[config.mk]
export PLATFORM = sky130hd
export DESIGN_NAME = rounded_panel_span_generator
export DESIGN_NICKNAME = d
export VERILOG_FILES = /design/src/rtl/core/rpsg_pkg.sv /design/src/rtl/core/rpsg_prep.sv /design/src/rtl/core/rpsg_cell.sv /design/src/rtl/core/rpsg_finish.sv /design/src/rtl/core/rounded_panel_span_generator.sv
export SDC_FILE = /design/constraint.sdc
export NUM_CORES = 2
export LEC_CHECK = 0
export BUFFER_PORTS_ARGS = -buffer_cell sky130_fd_sc_hd__buf_4
export CORE_UTILIZATION = 25
export CTS_BUF_LIST = sky130_fd_sc_hd__clkbuf_8
export DETAILED_ROUTE_END_ITERATION = 8
export PLACE_DENSITY = 0.4
export SLEW_MARGIN = 20
export SYNTH_ARGS = -nofsm -noshare
export SYNTH_HDL_FRONTEND = slang
export SYNTH_HIERARCHICAL = 1
export SYNTH_SLANG_ARGS = --single-unit
[constraint.sdc]
create_clock -name clk -period 6.3 [get_ports clk]
set_input_delay 0.63 -clock clk [delete_from_list [all_inputs] [get_ports clk]]
set_output_delay 0.63 -clock clk [all_outputs]
set_load 0.01 [all_outputs]
[src/rtl/core/rpsg_pkg.sv]
// rpsg_pkg: shared types and constants for the rounded panel span generator
// holds the register map, the per-stage payload structs and saturation limits
// no dependencies
package rpsg_pkg;

  // configuration register map
  localparam int unsigned ADDR_W = 5;
  localparam int unsigned DATA_W = 32;

  typedef enum logic [2:0] {
    REG_PANEL_LEFT      = 3'd0,
    REG_PANEL_TOP       = 3'd1,
    REG_PANEL_WIDTH     = 3'd2,
    REG_PANEL_HEIGHT    = 3'd3,
    REG_CIRCLE_CENTER_X = 3'd4,
    REG_CIRCLE_CENTER_Y = 3'd5,
    REG_CIRCLE_RADIUS   = 3'd6,
    REG_CORNER_RADIUS   = 3'd7
  } reg_idx_t;

  // reset values
  localparam logic [12:0] RST_PANEL_LEFT      = 13'd0;
  localparam logic [12:0] RST_PANEL_TOP       = 13'd0;
  localparam logic [9:0]  RST_PANEL_WIDTH     = 10'd210;
  localparam logic [9:0]  RST_PANEL_HEIGHT    = 10'd118;
  localparam logic [12:0] RST_CIRCLE_CENTER_X = 13'd0;
  localparam logic [12:0] RST_CIRCLE_CENTER_Y = 13'd0;
  localparam logic [9:0]  RST_CIRCLE_RADIUS   = 10'd72;
  localparam logic [5:0]  RST_CORNER_RADIUS   = 6'd14;

  // rows at or beyond this index are always empty
  localparam int unsigned MAX_ROWS  = 1024;
  localparam int unsigned ROW_CMP_W = 14;

  // square root chain: one result bit per cell
  localparam int unsigned ROOT_W     = 10;
  localparam int unsigned RAD_W      = 2 * ROOT_W;
  localparam int unsigned REM_W      = ROOT_W + 1;
  localparam int unsigned ROOT_STEPS = ROOT_W;

  // output saturation
  localparam logic signed [13:0] START_X_SAT = 14'sd4095;
  localparam logic signed [14:0] LENGTH_SAT  = 15'sd1023;

  typedef struct packed {
    logic [12:0] panel_left;
    logic [12:0] panel_top;
    logic [9:0]  panel_width;
    logic [9:0]  panel_height;
    logic [12:0] circle_center_x;
    logic [12:0] circle_center_y;
    logic [9:0]  circle_radius;
    logic [5:0]  corner_radius;
  } cfg_t;

  // after the first prep stage
  typedef struct packed {
    logic [13:0] y;
    logic [14:0] dy;
    logic [5:0]  d;
    logic        cut;
    logic        corner_row;
    logic        row_ok;
  } p1_t;

  // one root lane: remaining radicand bits, partial remainder, partial root
  typedef struct packed {
    logic [RAD_W-1:0]  rad;
    logic [REM_W-1:0]  rem;
    logic [ROOT_W-1:0] q;
  } lane_t;

  typedef struct packed {
    logic [13:0] y;
    logic        row_ok;
    logic        in_circle;
    logic        corner_row;
  } side_t;

  typedef struct packed {
    lane_t circ;
    lane_t corner;
    side_t side;
  } cell_t;

  // after the first finish stage
  typedef struct packed {
    logic [13:0] y;
    logic [13:0] xl;
    logic [13:0] xr_base;
    logic [13:0] edge_x;
    logic        in_circle;
    logic        row_ok;
  } f1_t;

endpackage

[src/rtl/core/rpsg_prep.sv]
// rpsg_prep: two pipeline stages that turn a row index into the two radicands
// stage one forms screen y, circle offset and corner distance, stage two squares
// depends on rpsg_pkg
module rpsg_prep (
  input  logic                clk,
  input  logic                rst_n,
  input  rpsg_pkg::cfg_t      cfg,
  input  logic                in_valid,
  output logic                in_ready,
  input  logic [9:0]          in_row_index,
  output logic                out_valid,
  input  logic                out_ready,
  output rpsg_pkg::cell_t     out_data
);
  import rpsg_pkg::*;

  logic        p1_vld_r;
  logic        p1_ready;
  p1_t         p1_r;
  p1_t         p1_nxt;
  logic        p2_vld_r;
  cell_t       p2_r;
  cell_t       p2_nxt;

  logic [10:0] row_plus_lr;
  logic [10:0] bot_sum;
  logic [10:0] d_bot;
  logic        top_row;
  logic        bot_row;
  logic        bot_cut;
  logic [5:0]  d_top;

  logic [11:0] lr_sq;
  logic [11:0] d_sq;
  logic signed [10:0] dy_s;
  logic signed [21:0] dy_sq;
  logic [19:0] br_sq;
  logic signed [14:0] br_s;

  // corner row classification
  always_comb begin
    row_plus_lr = {1'b0, in_row_index} + {5'd0, cfg.corner_radius};
    top_row     = in_row_index < {4'd0, cfg.corner_radius};
    bot_row     = row_plus_lr >= {1'b0, cfg.panel_height};
    bot_sum     = row_plus_lr + 11'd1;
    d_bot       = bot_sum - {1'b0, cfg.panel_height};
    bot_cut     = d_bot < {5'd0, cfg.corner_radius};
    d_top       = cfg.corner_radius - in_row_index[5:0];
  end

  // stage one payload
  always_comb begin
    p1_nxt.y  = {cfg.panel_top[12], cfg.panel_top} + {4'd0, in_row_index};
    p1_nxt.dy = {{2{cfg.panel_top[12]}}, cfg.panel_top} + {5'd0, in_row_index}
                - {{2{cfg.circle_center_y[12]}}, cfg.circle_center_y};
    p1_nxt.d          = top_row ? d_top : d_bot[5:0];
    p1_nxt.cut        = top_row || (bot_row && bot_cut);
    p1_nxt.corner_row = top_row || bot_row;
    p1_nxt.row_ok     = (in_row_index < cfg.panel_height) &&
                        (ROW_CMP_W'(in_row_index) < ROW_CMP_W'(MAX_ROWS));
  end

  // stage two: squares and radicands
  always_comb begin
    lr_sq = {6'd0, cfg.corner_radius} * {6'd0, cfg.corner_radius};
    d_sq  = {6'd0, p1_r.d} * {6'd0, p1_r.d};
    dy_s  = $signed(p1_r.dy[10:0]);
    dy_sq = dy_s * dy_s;
    br_sq = {10'd0, cfg.circle_radius} * {10'd0, cfg.circle_radius};
    br_s  = $signed({5'd0, cfg.circle_radius});

    p2_nxt.side.y          = p1_r.y;
    p2_nxt.side.row_ok     = p1_r.row_ok;
    p2_nxt.side.corner_row = p1_r.corner_row;
    p2_nxt.side.in_circle  = ($signed(p1_r.dy) < br_s) && ($signed(p1_r.dy) > -br_s);

    p2_nxt.circ.rad = p2_nxt.side.in_circle ? (br_sq - dy_sq[19:0]) : '0;
    p2_nxt.circ.rem = '0;
    p2_nxt.circ.q   = '0;

    p2_nxt.corner.rad = p1_r.cut ? {8'd0, lr_sq - d_sq} : '0;
    p2_nxt.corner.rem = '0;
    p2_nxt.corner.q   = '0;
  end

  // handshake: a stage takes data when it is empty or its content moves on
  assign p1_ready  = !p2_vld_r || out_ready;
  assign in_ready  = !p1_vld_r || p1_ready;
  assign out_valid = p2_vld_r;
  assign out_data  = p2_r;

  always_ff @(posedge clk) begin
    if (!rst_n) begin
      p1_vld_r <= 1'b0;
      p2_vld_r <= 1'b0;
    end else begin
      if (in_ready) begin
        p1_vld_r <= in_valid;
      end
      if (p1_ready) begin
        p2_vld_r <= p1_vld_r;
      end
    end
  end

  always_ff @(posedge clk) begin
    if (in_valid && in_ready) begin
      p1_r <= p1_nxt;
    end
    if (p1_vld_r && p1_ready) begin
      p2_r <= p2_nxt;
    end
  end

endmodule

[src/rtl/core/rpsg_cell.sv]
// rpsg_cell: one cell of the square root chain, one root bit per lane per cell
// runs the circle lane and the corner lane side by side and carries row data along
// depends on rpsg_pkg
module rpsg_cell (
  input  logic            clk,
  input  logic            rst_n,
  input  logic            in_valid,
  output logic            in_ready,
  input  rpsg_pkg::cell_t in_data,
  output logic            out_valid,
  input  logic            out_ready,
  output rpsg_pkg::cell_t out_data
);
  import rpsg_pkg::*;

  logic  vld_r;
  cell_t data_r;
  cell_t data_nxt;

  // one restoring root step: bring down two radicand bits, try 4q+1
  function automatic lane_t root_step(input lane_t l);
    logic [REM_W+1:0] r_ext;
    logic [REM_W:0]   trial;
    logic             ge;
    lane_t            o;
    r_ext = {l.rem, l.rad[RAD_W-1 -: 2]};
    trial = {l.q, 2'b01};
    ge    = r_ext >= {1'b0, trial};
    o.rem = ge ? REM_W'(r_ext - {1'b0, trial}) : REM_W'(r_ext);
    o.q   = {l.q[ROOT_W-2:0], ge};
    o.rad = {l.rad[RAD_W-3:0], 2'b00};
    return o;
  endfunction

  always_comb begin
    data_nxt        = in_data;
    data_nxt.circ   = root_step(in_data.circ);
    data_nxt.corner = root_step(in_data.corner);
  end

  assign in_ready  = !vld_r || out_ready;
  assign out_valid = vld_r;
  assign out_data  = data_r;

  always_ff @(posedge clk) begin
    if (!rst_n) begin
      vld_r <= 1'b0;
    end else if (in_ready) begin
      vld_r <= in_valid;
    end
  end

  always_ff @(posedge clk) begin
    if (in_valid && in_ready) begin
      data_r <= data_nxt;
    end
  end

endmodule

[src/rtl/core/rpsg_finish.sv]
// rpsg_finish: two stages that turn the roots into the span, the second is the output register
// forms left edge, right edge and length, then clips and saturates
// depends on rpsg_pkg
module rpsg_finish (
  input  logic            clk,
  input  logic            rst_n,
  input  rpsg_pkg::cfg_t  cfg,
  input  logic            in_valid,
  output logic            in_ready,
  input  rpsg_pkg::cell_t in_data,
  output logic            out_valid,
  input  logic            out_ready,
  output logic [12:0]     out_span_start_x,
  output logic [13:0]     out_span_row_y,
  output logic [9:0]      out_span_length,
  output logic            out_span_present
);
  import rpsg_pkg::*;

  logic        f1_vld_r;
  logic        f1_ready;
  f1_t         f1_r;
  f1_t         f1_nxt;
  logic        f2_vld_r;

  logic [12:0] start_x_r;
  logic [12:0] start_x_nxt;
  logic [13:0] row_y_r;
  logic [9:0]  length_r;
  logic [9:0]  length_nxt;
  logic        present_r;
  logic        present_nxt;

  logic [5:0]  corner_off;
  logic [13:0] xr;
  logic [14:0] lw;

  // corner rows pull the left edge in by radius minus root
  function automatic logic [5:0] f1_nxt_corner_off(input cell_t c);
    logic [5:0] off;
    off = c.side.corner_row ? (cfg.corner_radius - c.corner.q[5:0]) : 6'd0;
    return off;
  endfunction

  // edges from the roots
  always_comb begin
    corner_off       = f1_nxt_corner_off(in_data);
    f1_nxt.y         = in_data.side.y;
    f1_nxt.in_circle = in_data.side.in_circle;
    f1_nxt.row_ok    = in_data.side.row_ok;
    f1_nxt.xl        = {cfg.panel_left[12], cfg.panel_left} + {8'd0, corner_off};
    f1_nxt.xr_base   = {cfg.panel_left[12], cfg.panel_left} + {4'd0, cfg.panel_width};
    f1_nxt.edge_x    = {cfg.circle_center_x[12], cfg.circle_center_x}
                       - {4'd0, in_data.circ.q};
  end

  // length, emptiness and saturation
  always_comb begin
    xr = (f1_r.in_circle && ($signed(f1_r.edge_x) < $signed(f1_r.xr_base))) ?
         f1_r.edge_x : f1_r.xr_base;
    lw = {xr[13], xr} - {f1_r.xl[13], f1_r.xl};
    present_nxt = f1_r.row_ok && !lw[14] && (lw != '0);
    if (!present_nxt) begin
      start_x_nxt = '0;
      length_nxt  = '0;
    end else begin
      start_x_nxt = ($signed(f1_r.xl) > START_X_SAT) ? START_X_SAT[12:0] : f1_r.xl[12:0];
      length_nxt  = ($signed(lw) > LENGTH_SAT) ? LENGTH_SAT[9:0] : lw[9:0];
    end
  end

  assign f1_ready  = !f2_vld_r || out_ready;
  assign in_ready  = !f1_vld_r || f1_ready;
  assign out_valid = f2_vld_r;

  assign out_span_start_x = start_x_r;
  assign out_span_row_y   = row_y_r;
  assign out_span_length  = length_r;
  assign out_span_present = present_r;

  always_ff @(posedge clk) begin
    if (!rst_n) begin
      f1_vld_r <= 1'b0;
      f2_vld_r <= 1'b0;
    end else begin
      if (in_ready) begin
        f1_vld_r <= in_valid;
      end
      if (f1_ready) begin
        f2_vld_r <= f1_vld_r;
      end
    end
  end

  always_ff @(posedge clk) begin
    if (in_valid && in_ready) begin
      f1_r <= f1_nxt;
    end
    if (f1_vld_r && f1_ready) begin
      start_x_r <= start_x_nxt;
      row_y_r   <= f1_r.y;
      length_r  <= length_nxt;
      present_r <= present_nxt;
    end
  end

endmodule

[src/rtl/core/rounded_panel_span_generator.sv]
// rounded_panel_span_generator: top level, register file and pipeline assembly
// instantiates rpsg_prep, a chain of rpsg_cell and rpsg_finish; depends on rpsg_pkg
//
// Takes one panel row index per transaction and returns that row's fill span
// one result per row, in order. Sustained rate is one row per clock when out_ready
// holds high: the path is a 14-stage pipeline (two prep stages that form the
// radicands, a chain of ten square root cells that each resolve one root bit for
// both the circle cut and the left corner, and two finish stages, the last being
// the output register). Each stage holds its item while the next one is full, so
// gaps close up under back pressure. Registers sit at byte addresses 4*i on the
// APB port and are to be written by the user only while no rows are in flight;
// the block itself does not enforce this.
module rounded_panel_span_generator (
  input  logic                         clk,
  input  logic                         rst_n,
  input  logic                         psel,
  input  logic                         penable,
  input  logic                         pwrite,
  input  logic [rpsg_pkg::ADDR_W-1:0]  paddr,
  input  logic [rpsg_pkg::DATA_W-1:0]  pwdata,
  output logic [rpsg_pkg::DATA_W-1:0]  prdata,
  output logic                         pready,
  input  logic                         in_valid,
  output logic                         in_ready,
  input  logic [9:0]                   in_row_index,
  output logic                         out_valid,
  input  logic                         out_ready,
  output logic [12:0]                  out_span_start_x,
  output logic [13:0]                  out_span_row_y,
  output logic [9:0]                   out_span_length,
  output logic                         out_span_present
);
  import rpsg_pkg::*;

  cfg_t     cfg_r;
  reg_idx_t reg_idx;

  logic  cell_vld  [ROOT_STEPS+1];
  logic  cell_rdy  [ROOT_STEPS+1];
  cell_t cell_data [ROOT_STEPS+1];

  // register access
  assign pready  = 1'b1;
  assign reg_idx = reg_idx_t'(paddr[4:2]);

  always_ff @(posedge clk) begin
    if (!rst_n) begin
      cfg_r.panel_left      <= RST_PANEL_LEFT;
      cfg_r.panel_top       <= RST_PANEL_TOP;
      cfg_r.panel_width     <= RST_PANEL_WIDTH;
      cfg_r.panel_height    <= RST_PANEL_HEIGHT;
      cfg_r.circle_center_x <= RST_CIRCLE_CENTER_X;
      cfg_r.circle_center_y <= RST_CIRCLE_CENTER_Y;
      cfg_r.circle_radius   <= RST_CIRCLE_RADIUS;
      cfg_r.corner_radius   <= RST_CORNER_RADIUS;
    end else if (psel && penable && pwrite) begin
      unique case (reg_idx)
        REG_PANEL_LEFT:      cfg_r.panel_left      <= pwdata[12:0];
        REG_PANEL_TOP:       cfg_r.panel_top       <= pwdata[12:0];
        REG_PANEL_WIDTH:     cfg_r.panel_width     <= pwdata[9:0];
        REG_PANEL_HEIGHT:    cfg_r.panel_height    <= pwdata[9:0];
        REG_CIRCLE_CENTER_X: cfg_r.circle_center_x <= pwdata[12:0];
        REG_CIRCLE_CENTER_Y: cfg_r.circle_center_y <= pwdata[12:0];
        REG_CIRCLE_RADIUS:   cfg_r.circle_radius   <= pwdata[9:0];
        REG_CORNER_RADIUS:   cfg_r.corner_radius   <= pwdata[5:0];
      endcase
    end
  end

  // read back
  always_comb begin
    unique case (reg_idx)
      REG_PANEL_LEFT:      prdata = DATA_W'(cfg_r.panel_left);
      REG_PANEL_TOP:       prdata = DATA_W'(cfg_r.panel_top);
      REG_PANEL_WIDTH:     prdata = DATA_W'(cfg_r.panel_width);
      REG_PANEL_HEIGHT:    prdata = DATA_W'(cfg_r.panel_height);
      REG_CIRCLE_CENTER_X: prdata = DATA_W'(cfg_r.circle_center_x);
      REG_CIRCLE_CENTER_Y: prdata = DATA_W'(cfg_r.circle_center_y);
      REG_CIRCLE_RADIUS:   prdata = DATA_W'(cfg_r.circle_radius);
      REG_CORNER_RADIUS:   prdata = DATA_W'(cfg_r.corner_radius);
    endcase
  end

  // radicand stages
  rpsg_prep u_prep (
    .clk          (clk),
    .rst_n        (rst_n),
    .cfg          (cfg_r),
    .in_valid     (in_valid),
    .in_ready     (in_ready),
    .in_row_index (in_row_index),
    .out_valid    (cell_vld[0]),
    .out_ready    (cell_rdy[0]),
    .out_data     (cell_data[0])
  );

  // square root chain
  for (genvar k = 0; k < ROOT_STEPS; k++) begin : g_cell
    rpsg_cell u_cell (
      .clk       (clk),
      .rst_n     (rst_n),
      .in_valid  (cell_vld[k]),
      .in_ready  (cell_rdy[k]),
      .in_data   (cell_data[k]),
      .out_valid (cell_vld[k+1]),
      .out_ready (cell_rdy[k+1]),
      .out_data  (cell_data[k+1])
    );
  end

  // span assembly and output register
  rpsg_finish u_finish (
    .clk              (clk),
    .rst_n            (rst_n),
    .cfg              (cfg_r),
    .in_valid         (cell_vld[ROOT_STEPS]),
    .in_ready         (cell_rdy[ROOT_STEPS]),
    .in_data          (cell_data[ROOT_STEPS]),
    .out_valid        (out_valid),
    .out_ready        (out_ready),
    .out_span_start_x (out_span_start_x),
    .out_span_row_y   (out_span_row_y),
    .out_span_length  (out_span_length),
    .out_span_present (out_span_present)
  );

endmodule

; Yosys cells after proc, flatten, opt, wreduce, memory -nomap -nowiden
; Index checks and enable logic that the tools add are counted.
; Widths: inputs -> output; s select.
[word_totals]
input_bits = 54
elab_cells = 305
out_inout_bits = 73
register_bits = 931
[classes]
bitwise = 1
n_eq_ne = 7
n_mux = 24
n_mul = 4
n_reduce_logical = 63
add_sub_neg = 33
n_lt_le_gt_ge = 29
[op_table]
columns = cell, n
row1 = $pmux 32 s8, 1
row2 = $mux 11, 16
row3 = $add 13x11->14, 3
row4 = $sub 11x10->11, 3
row5 = $ge 13x10->1, 2
row6 = $ge 13x11->1, 2
row7 = $ge 13x3->1, 2
row8 = $ge 13x4->1, 2
row9 = $ge 13x5->1, 2
row10 = $ge 13x6->1, 2
row11 = $ge 13x7->1, 2
row12 = $ge 13x8->1, 2
row13 = $ge 13x9->1, 2
row14 = $mul 6x6->12, 2
row15 = $sub 11x3->11, 2
row16 = $sub 11x4->11, 2
row17 = $sub 11x5->11, 2
row18 = $sub 11x6->11, 2
row19 = $sub 11x7->11, 2
row20 = $sub 11x8->11, 2
row21 = $sub 11x9->11, 2
row22 = $logic_and 1x1->1, 21
row23 = $mul 10x10->20, 1
row24 = $mul 11x11->20, 1
row25 = 36 further kinds, 81

; Depth between registers and ports, before layout
[depth]
depth_word = 16
depth_mapped = 24
mapped_depth_nobuf = 23

; By module
; The synthesis kept the hierarchy.
[modules_own_cells]
columns = mod, seq_area_each_um2, area_each_um2, cells_per_inst, instances
row1 = rpsg_cell, 2872.8, 4408.0, 305, 10
row2 = rpsg_prep, 2652.5, 15616.2, 1625, 1
row3 = rpsg_finish, 2922.8, 6052.1, 543, 1
row4 = rounded_panel_span_generator, 1761.7, 4344.2, 512, 1

; Worst setup path before layout
; Ideal clock, no wire load.
[synth_path]
path_kind = register to register
start = reg u_prep.p1_r, in the netlist u_prep/dy_s[10]
end = reg u_prep.p2_r, in the netlist u_prep/out_data[96] (data pin)
arrival_ns = 6.320
stages_incl_launch_ff = 23
n_path_buf = 2
period_less_slack_ns = 6.575
path_slack_ns = -0.275
t_required_ns = 6.045
setup_ns = 0.255
cell_sequence = edfxtp_1 > clkbuf_1 > clkbuf_1 > and2_1 > fa_1 > inv_1 > fa_1 > inv_1 > fa_1 > inv_1 > fa_1 > fa_1 > fa_1 > inv_1 > fa_1 > inv_1 > ha_1 > a21o_1 > a21oi_1 > a21boi_1 > o21ai_0 > xnor2_1 > nor2_2
[synth_via]
elab_chain_len = 2
word_cells_on_any_way = 5
cone_classes = add/sub (1) / mul (1) / order compare (2) / reduce/logical (1)
[synth_rtl]
columns = element, line
row1 = from (decl), rpsg_prep.sv:19  ; p1_t p1_r;
row2 = from (signal assigned), rpsg_prep.sv:108  ; p1_r <= p1_nxt;
row3 = $mul 11x11->20 (tied with other cells), rpsg_prep.sv:68  ; dy_sq = dy_s * dy_s;
row4 = $sub 20x20->20 / $logic_and 1x1->1 (equally long branches), "rpsg_prep.sv:77, rpsg_prep.sv:75"
row5 = to (signal assigned), rpsg_prep.sv:111  ; p2_r <= p2_nxt;
row6 = to (decl), rpsg_prep.sv:22  ; cell_t p2_r;
; Several ways; a longest one is shown, not always the timed one.
; A chain may end at the register's enable or synchronous reset.

; Final worst setup path
[layout_path]
start = reg u_prep.p1_r, in the netlist u_prep/dy_s[2]
end = reg u_prep.p2_r, in the netlist u_prep/out_data[97] (data pin)
; The elaborated chain is that of the path after synthesis.

==> impl_metrics.env <==
export IMPL_hold_violations=0
export IMPL_cts_buffers=191
export IMPL_worst_path_max_delay_cell="fa_2"
export IMPL_wirelength_microns=144000
export IMPL_worst_ep_required_time_ps=7080
export IMPL_fmaxAchievable_mhz=163
export IMPL_htree_levels=4
export IMPL_areaGrowthSynthToFinish_pct=15.2
export IMPL_cts_root_buffer="clkbuf_8"
export IMPL_hold_ws_ps=137
export IMPL_cp_end_kind="register"
export IMPL_relSlewSlack_pct=27.8
export IMPL_postSynthCellCount=5353
export IMPL_num_vias=39300
export IMPL_place_congestion=0.818
export IMPL_layout_nets=6509
export IMPL_via_per_inst=4.28
export IMPL_drc=0
export IMPL_clockBufferDepth=3
export IMPL_avgSynthCellArea_sq_um=11.7
export IMPL_leakagePower_nw=28.8
export IMPL_final_core_util_pct=29.0
export IMPL_grt_max_degree=101
export IMPL_post_dp_hpwl_microns=110000
export IMPL_cts_sinks=1029
export IMPL_powerDensity_nw_per_um2=500
export IMPL_crit_path_cell_trace="buf_6 > and2_4 > fa_2 > inv_2 > fa_1 > inv_2 > fa_1 > inv_2 > fa_1 > fa_2 > fa_1 > inv_2 > fa_1 > inv_2 > ha_4 > nand2_4 > nor2_4 > nand2_2 > o21ai_4 > a21oi_2 > or3_1 > a21oi_2"
export IMPL_fp_dieH_microns=503
export IMPL_hold_class="primary input to register"
export IMPL_port_buffers=85
export IMPL_vdd_drop_max_mv=1.71
export IMPL_fill_cells=25800
export IMPL_setup_viol=0
export IMPL_start_util_pct=25.2
export IMPL_antenna_left=0
export IMPL_grt_pass1_wl_microns=229000
export IMPL_netlist_area_sq_um=62700
export IMPL_dr_first_iter_drc_count=1652
export IMPL_die_w_microns=503
export IMPL_dpl_cell_area_sq_um=67800
export IMPL_finalPower_mw=36.1
export IMPL_cts_tree="yes"
export IMPL_clkTransAtPathRegs_ps=60
export IMPL_grt_pass1_vias=41200
export IMPL_min_period_ps=6130
export IMPL_status="finished clean"
export IMPL_reg2reg_setup_slack_ps=170
export IMPL_dpl_worst_slack_ps=-159
export IMPL_wl_per_cell_microns=15.6
export IMPL_grt_antenna_before_repair=2
export IMPL_tightest_slew_ps=1080
export IMPL_cp_max_fo=5
export IMPL_rsz0062_at_grt="true"
export IMPL_grt_usage_pct=11.5
export IMPL_fin_ws_ps=169
export IMPL_core_sq_um=249000
export IMPL_worst_path_largest_cell_delay_ps=590
export IMPL_dr_pass1_iters=5
export IMPL_cap_viol_max_count=0
export IMPL_clkLatencyLatePin_ps=940
export IMPL_critical_path_class="register to register"
export IMPL_fin_area_sq_um=72300
export IMPL_grt_overflow_total=0
export IMPL_drive_gt1_share_pct=14.2
export IMPL_maxSlewViolCount=0
export IMPL_crit_arrival_ps=6910
export IMPL_crit_path_start_kind="register"
export IMPL_post_route_period_util_pct=97.3
export IMPL_synth_warnings=6
export IMPL_skew_ps=91.9
export IMPL_die_area_sq_um=253000
export IMPL_io_pins=127
export IMPL_rows=183
placed cells by master (no fill, tap or decap), types with 59 or more instances in the layout:
cell type and instances:
a21o_1 114, o21ai_0 240, ha_1 508, xnor2_1 163, a21boi_1 59, edfxtp_1 927, nor3_1 100, a21oi_1 179
conb_1 70, nor2_1 237, nand2_1 275, nand2b_1 63, nor2b_1 88, xor2_1 72, fa_1 219, clkbuf_8 194
dfxtp_1 99, inv_1 810, o21a_1 80, buf_4 241
state kept, by name, indices dropped and copies added, names as in the netlist:
register                   cells
u_finish/out_span_start_x     13
g_cell.u_cell/out_data       744
cfg_r                         88
u_prep/out_data               49
u_finish/f1_vld_r              1
u_finish/out_span_present      1
u_finish/out_span_length      10
u_prep/dy_s                   11
u_finish/f1_r                 58
u_prep/p1_r                   27
u_finish/out_span_row_y       14
u_prep/out_valid               1
u_finish/out_valid             1
u_prep/p1_vld_r                1
g_cell.u_cell/out_valid       10
power breakdown:
part,internal (mW),switching (mW)
clock,3.30,3.04
sequential,7.82,0.103
combinational,10.9,11.0
total,22.0,14.1
worst max-delay path: cells and delay by family, from the launching register on:
kind / cells / cell delay (ps)
AOI/OAI and AO/OA: 3 / 420
buffers and inverters: 6 / 390
and+or+nand+nor: 5 / 790
adders and majority gates: 8 / 3870
DFF: 1 / 480
worst paths after layout:
path                                start                            to  cells past startpoint
max                        u_prep/dy_s[2]           u_prep/out_data[97]                     22
min                       in_row_index[0]                u_prep/dy_s[0]                      2
max reg2reg                u_prep/dy_s[2]           u_prep/out_data[97]                     22
min reg2reg  g_cell[0].u_cell/out_data[2]  g_cell[1].u_cell/out_data[2]                      0
final cells by class:
class,count,area (sq um),share of cell area (%)
Antenna cell,1,2.50,0.00346
Clock buffer,194,2670,3.70
Clock inverter,143,1090,1.51
Inverter,780,2940,4.07
Multi-Input combinational cell,3439,29400,40.7
Sequential cell,1029,29900,41.4
Tap cell,3330,4170,5.77
Timing Repair Buffer,269,2120,2.93
repair_timing:
action                     CTS  global route
setup buffers                2            19
hold endpoints to repair    90             0
pin swaps                    6            67
cloned                       0             0
hold buffers                17             0
gates resized for setup     12            81
setup endpoints to repair    7             9
metal layers:
metal / track usage, % / vias up / share of wire [%]
met1: 14.2 / 18800 / 45
met2: 20.1 / 524 / 49
met3: 1.84 / 266 / 3.0
li1: - / 19700 / -
met4: 3.98 / 2 / 2.9
met5: 0 / - / 0.0056
metrics by stage:
step / instances / setup TNS, ps
2_1_floorplan: 5420 / 0
3_3_place_gp: 8808 / -420
3_5_place_dp: 8808 / -350
4_1_cts: 9164 / -4.27
5_1_grt: 9185 / -252
6_report: 9185 / 0
(Power assumes the default switching activity.)
